`src/design/accumulator_processor_core_defines.svh`:
```
// assertion macros shared by the core modules
// clk and rst_n are taken from the scope of the module that uses them
`ifndef ACCUMULATOR_PROCESSOR_CORE_DEFINES_SVH
`define ACCUMULATOR_PROCESSOR_CORE_DEFINES_SVH

`ifndef ASSERT_OFF
// same-cycle implication
`define APC_AST_IMP(label, ante, cons, msg) \
  label: assert property (@(posedge clk) disable iff (!rst_n) (ante) |-> (cons)) \
    else $error(msg);
// next-cycle implication
`define APC_AST_NXT(label, ante, cons, msg) \
  label: assert property (@(posedge clk) disable iff (!rst_n) (ante) |=> (cons)) \
    else $error(msg);
`else
`define APC_AST_IMP(label, ante, cons, msg)
`define APC_AST_NXT(label, ante, cons, msg)
`endif

`endif

```
`src/design/apc_pkg.sv`:
```
package apc_pkg;

  localparam int REQ_W  = 2;
  localparam int ADDR_W = 12;
  localparam int WORD_W = 16;
  localparam int OP_W   = 4;

  // request codes
  localparam logic [REQ_W-1:0] REQ_EXEC = 2'd0;
  localparam logic [REQ_W-1:0] REQ_LOAD = 2'd1;
  localparam logic [REQ_W-1:0] REQ_READ = 2'd2;

  // opcodes, everything from 8 up behaves as stop
  localparam logic [OP_W-1:0] OP_LDA = 4'b0000;
  localparam logic [OP_W-1:0] OP_STO = 4'b0001;
  localparam logic [OP_W-1:0] OP_ADD = 4'b0010;
  localparam logic [OP_W-1:0] OP_SUB = 4'b0011;
  localparam logic [OP_W-1:0] OP_JMP = 4'b0100;
  localparam logic [OP_W-1:0] OP_JGE = 4'b0101;
  localparam logic [OP_W-1:0] OP_JNE = 4'b0110;
  localparam logic [OP_W-1:0] OP_STP = 4'b0111;

  typedef struct packed {
    logic fetch;     // read instruction at pc
    logic mem_load;  // write request data at request address
    logic mem_read;  // read at request address
    logic decode;    // act on fetched instruction
    logic oper;      // apply operand to accumulator
    logic out_load;  // capture result registers
    logic out_rd;    // result carries the read word
  } apc_cmd_t;

  typedef struct packed {
    logic stopped;
    logic need_operand;
  } apc_stat_t;

endpackage

```
`src/design/apc_ctrl.sv`:
```
`include "accumulator_processor_core_defines.svh"

module apc_ctrl (
  input  logic                       clk,
  input  logic                       rst_n,
  input  logic                       in_valid,
  output logic                       in_ready,
  input  logic [apc_pkg::REQ_W-1:0]  in_req_type,
  output logic                       out_valid,
  input  logic                       out_ready,
  input  apc_pkg::apc_stat_t         stat,
  output apc_pkg::apc_cmd_t          cmd
);

  localparam logic [1:0] S_IDLE = 2'd0;
  localparam logic [1:0] S_DEC  = 2'd1;
  localparam logic [1:0] S_OPER = 2'd2;
  localparam logic [1:0] S_FIN  = 2'd3;

  logic [1:0] state_r;
  logic [1:0] state_nxt;
  logic       out_valid_r;
  logic       out_valid_nxt;
  logic       rd_flag_r;
  logic       in_fire;

  assign in_ready  = (state_r == S_IDLE);
  assign in_fire   = in_valid && in_ready;
  assign out_valid = out_valid_r;

  always_comb begin
    state_nxt     = state_r;
    cmd           = '0;
    out_valid_nxt = out_valid_r && !out_ready;
    case (state_r)
      S_IDLE: begin
        if (in_fire) begin
          state_nxt = S_FIN;
          case (in_req_type)
            apc_pkg::REQ_EXEC: begin
              if (!stat.stopped) begin
                cmd.fetch = 1'b1;
                state_nxt = S_DEC;
              end
            end
            apc_pkg::REQ_LOAD: cmd.mem_load = 1'b1;
            apc_pkg::REQ_READ: cmd.mem_read = 1'b1;
            default:           state_nxt = S_FIN;
          endcase
        end
      end
      S_DEC: begin
        cmd.decode = 1'b1;
        state_nxt  = stat.need_operand ? S_OPER : S_FIN;
      end
      S_OPER: begin
        cmd.oper  = 1'b1;
        state_nxt = S_FIN;
      end
      S_FIN: begin
        if (!out_valid_r || out_ready) begin
          cmd.out_load  = 1'b1;
          cmd.out_rd    = rd_flag_r;
          out_valid_nxt = 1'b1;
          state_nxt     = S_IDLE;
        end
      end
      default: begin
        state_nxt = S_IDLE;
      end
    endcase
  end

  always_ff @(posedge clk) begin
    if (!rst_n) begin
      state_r     <= S_IDLE;
      out_valid_r <= 1'b0;
    end else begin
      state_r     <= state_nxt;
      out_valid_r <= out_valid_nxt;
    end
  end

  always_ff @(posedge clk) begin
    if (in_fire) begin
      rd_flag_r <= (in_req_type == apc_pkg::REQ_READ);
    end
  end

  `APC_AST_NXT(a_fin_done, cmd.out_load, out_valid_r && (state_r == S_IDLE), "result not posted")
  `APC_AST_NXT(a_stop_skip, in_fire && stat.stopped, state_r == S_FIN, "fetch while stopped")
  `APC_AST_IMP(a_oper_seq, state_r == S_OPER, $past(state_r) == S_DEC, "operand without decode")

endmodule

```
`config.mk`:
```
export PLATFORM = sky130hd
export DESIGN_NAME = apc_ctrl
export DESIGN_NICKNAME = d
export VERILOG_FILES = /design/src/design/apc_pkg.sv /design/src/design/apc_ctrl.sv
export VERILOG_INCLUDE_DIRS = /design/src /design/src/design
export SDC_FILE = /design/constraint.sdc
export NUM_CORES = 1
export LEC_CHECK = 0
export BUFFER_PORTS_ARGS = -buffer_cell sky130_fd_sc_hd__buf_4
export CORE_AREA = 5 5 42 44
export CTS_CLUSTER_SIZE = 30
export DETAILED_ROUTE_END_ITERATION = 7
export DIE_AREA = 0 0 47 49
export MAX_ROUTING_LAYER = met4
export REMOVE_ABC_BUFFERS = 1
export SYNTH_ARGS = -nofsm -noshare
export SYNTH_HDL_FRONTEND = slang
export SYNTH_SLANG_ARGS = --single-unit
```
`constraint.sdc`:
```
create_clock -name clk -period 1.35 [get_ports clk]
set_input_delay 0.27 -clock clk [delete_from_list [all_inputs] [get_ports clk]]
set_output_delay 0.27 -clock clk [all_outputs]
set_load 0.02 [all_outputs]
```
# After elaboration in Yosys (flattened, before gate mapping)
# Cells that the tools add are included.
dict set report totals {
  regBits 4
  inputBits 8
  output_inout_bits 9
}
dict set report classes {
  n_eq_ne 7
  n_mux 18
  reduce_logical 8
}
# operator n
set op_table {}
lappend op_table {{2-to-1 mux 2 bit} 6}
lappend op_table {{2-to-1 mux 1 bit} 9}
lappend op_table {{one-hot mux 2 bit (4 select lines)} 1}
lappend op_table {{equality test 2 bit, second input constant} 3}
lappend op_table {{2-to-1 mux 3 bit} 2}
lappend op_table {{equality test 2 x 1 -> 1 bit, second input constant} 2}
lappend op_table {{logical NOT 2 bit} 2}
lappend op_table {{logical AND 1 bit} 2}
lappend op_table {{logical NOT 1 bit} 2}
lappend op_table {{inequality test 2 x 1 -> 1 bit, second input constant} 1}
lappend op_table {{inequality test 2 bit, second input constant} 1}
lappend op_table {{AND reduction 2 bit} 1}
lappend op_table {{logical OR 1 bit} 1}

# Depth between registers and ports, before layout
dict set report depth {
  depth_word 4
  depth_mapped 5
  mapped_depth_nobuf 5
}

# Least setup slack after synthesis
# No wires, ideal clock.
dict set report synth_path {
  path_type {register to output}
  from {register state_r[0]}
  to {output cmd[5] in the netlist's numbering}
  arrival_ns 1.405
  slack_ns -0.325
  stages_incl_launch_ff 5
  n_path_buf 0
  path_cell_list {dfxtp_1 -> inv_1 -> ha_1 -> nand2_1 -> nor3b_1}
}
# item line
set synth_lines {}
lappend synth_lines {{start: declaration} apc_ctrl.sv:20} ;# logic [1:0] state_r;
lappend synth_lines {{start signal: assignment} apc_ctrl.sv:79} ;# state_r <= state_nxt;
lappend synth_lines {{end: declaration} apc_ctrl.sv:12} ;# output apc_pkg::apc_cmd_t cmd

==> metrics <==
Crit Path Class=reg2out; GRT Util Overall=0.0916; GP Congestion=0.801; Max stage delay on crit path=0.36 ns; Starting Density=0.219; Starting DRT DRC Count=4; Antenna Violating Nets Remaining=0; outcome=finished, violations left; filler cell count in the final layout=147; Power, Total=1.30 mW; H-tree depth=1; clock root cell=clkbuf_4; io pins=17; Place WS=-0.0129 ns; top area cells in the synthesized netlist=ha_1 (20%), dfxtp_1 (20%), edfxtp_1 (9.8%), nor2b_1 (6.1%), inv_1 (4.9%); Hold Path Class=in2reg; Synth Area in Simple Gates=0.245; area of the core=1400 um2; register area share after synthesis=0.294; Seq cells post-synth=4; compound-cell area share of the yosys netlist=0.163; CP Launch Type=flop; Hold WS=0.298 ns; Largest delay share family, worst path=flip-flops; TritonCTS Buffers=3; worst skew pair latency=0.25 ns; MaxCap Viol Count=0; critical path's slowest cell=dfxtp_4; Worst Setup End Kind=output pin; largest net degree at the start of global routing=5; count leader, synth=ha_1; peak supply drop=0.000790 V; clk slew on worst S/H paths=0.05 ns; Post-DP Area=469 um2; Post-Route WL=884 um; Vias/cell=4.33; Chip Height=49 um; worst-path cell chain=buf_4 > ha_4 > and3_4 > buf_6; top cell type's share of synthesized area=0.204; setup tns final=-0.315 ns; GRT overflow=0; CP max FO=4; most instantiated cells after synthesis=ha_1 (5), inv_1 (4), dfxtp_1 (3), nand2_1 (3), nor2b_1 (3); Slew HR=0.854; clk sinks=4; Fin. Hold Viols=0; Period minus WS final=1.44 ns; largest family of logic cells by synthesized area=simple AND/OR/NAND/NOR gates; Max clock buf depth=2; failing checks=setup timing; routed vias=346; PwrDens=2030 nW/um2; fmax=696 MHz; worst slew pin tran=0.218 ns; Final #Nets=78; layout cells sized above 1=0.625; XOR/XNOR Fraction of Synth Area=0; fin worst setup slack=-0.0862 ns; Slew Limit Fails=0; Die Wd=47 um; fin crit share=1.06; cells after synthesis=34; Post-synth EDFFs=1; post-synth top area cell=ha_1; post-DP HPWL=650 um; post-synthesis mux area share=0.0327; CTS tree=built; Layout Utilization=0.456; Die Area=2300 um2; prevailing post-synth register cell=dfxtp_1; Synth Warn #=0; Post-Layout Cell Count=80; Critical Path RT=1.08 ns; Layout Skew=0.0136 ns; # diodes=0; Critical path buffers and inverters=2; synthesis-to-finish area growth=109%; synthesized area per cell=9.02 um2; post-synth cell types=20; I/O Buffers=16; leakage=0.303 nW; Synth Cell Area=307 um2; drt drc=0; first-pass iteration count of the detailed router=4; adder-cell area share of the yosys netlist=0.204; hold_buf cts=0; RSZ-0062 raised after global routing=yes; placed cell count=69; row count=14; CP arrival=1.17 ns; FFs w/ async S/R, synth=0; # setup viols final=7; WL/cell=11.1 um; Finished Cell Area=639 um2; first-pass GRT wire length=1.48 mm; vias in the first global route=350; initial antenna violation count=0
[layout by cell type (no fill, tap or decap), types with 2 or more instances in the layout]
master    instances
buf_6             7
clkbuf_4          3
nand2b_1          2
ha_4              3
inv_1             2
nand2_1           2
ha_1              2
nor2b_1           3
buf_4            19
[flip-flops by register name, indices dropped and copies added (netlist names)]
signal and cells:
state_r 2, out_valid 1, rd_flag_r 1
[per-layer routing]
layer  wire length (um)  vias up  GRT usage
met4                  0        0     0.0415
met2                459       13      0.127
met3                 79        0     0.0443
met1                345      158      0.110
met5                  0        -          -
li1                   -      175          -
[power breakdown]
part	total [mW]	switching [mW]	internal, mW	leakage, nW
Sequential	0.218	0.0389	0.179	0.0353
Combinational	0.904	0.400	0.504	0.253
Clock	0.174	0.0619	0.112	0.0150
Total	1.30	0.501	0.795	0.303
[worst paths after layout]
check,startpoint,cells past startpoint,slack (ns),to
setup reg to reg,state_r[0],5,-0.01,state_r[0]
hold / removal,rst_n,2,0.30,state_r[0]
hold reg to reg,out_valid,2,0.57,out_valid
setup / recovery,state_r[0],4,-0.09,cmd[0]
[kinds of logic (layout without fill, tap and decap cells)]
logic type / Yosys count / count (layout)
AO/OA/AOI/OAI: 6 / 6
adder cells (fa/ha/maj): 5 / 5
buffers and inverters: 5 / 35
flip-flops: 4 / 4
multiplexers: 1 / 1
AND/OR/NAND/NOR: 13 / 13
[repair_timing]
item,4_1_cts,5_1_grt
setup buffers,6,1
resized for setup,23,2
pin swaps,5,1
setup endpoints to repair,8,10
[final cells by class]
type / count / area [um2] / share of cell area
sequential: 4 / 95.1 / 0.149
clock buffer: 4 / 26.3 / 0.0411
inverter: 5 / 21.3 / 0.0333
tap: 16 / 20.0 / 0.0313
timing repair buffer: 26 / 221 / 0.346
multi-input combinational: 25 / 255 / 0.399
Note: power is estimated with default switching activity, not from simulation.
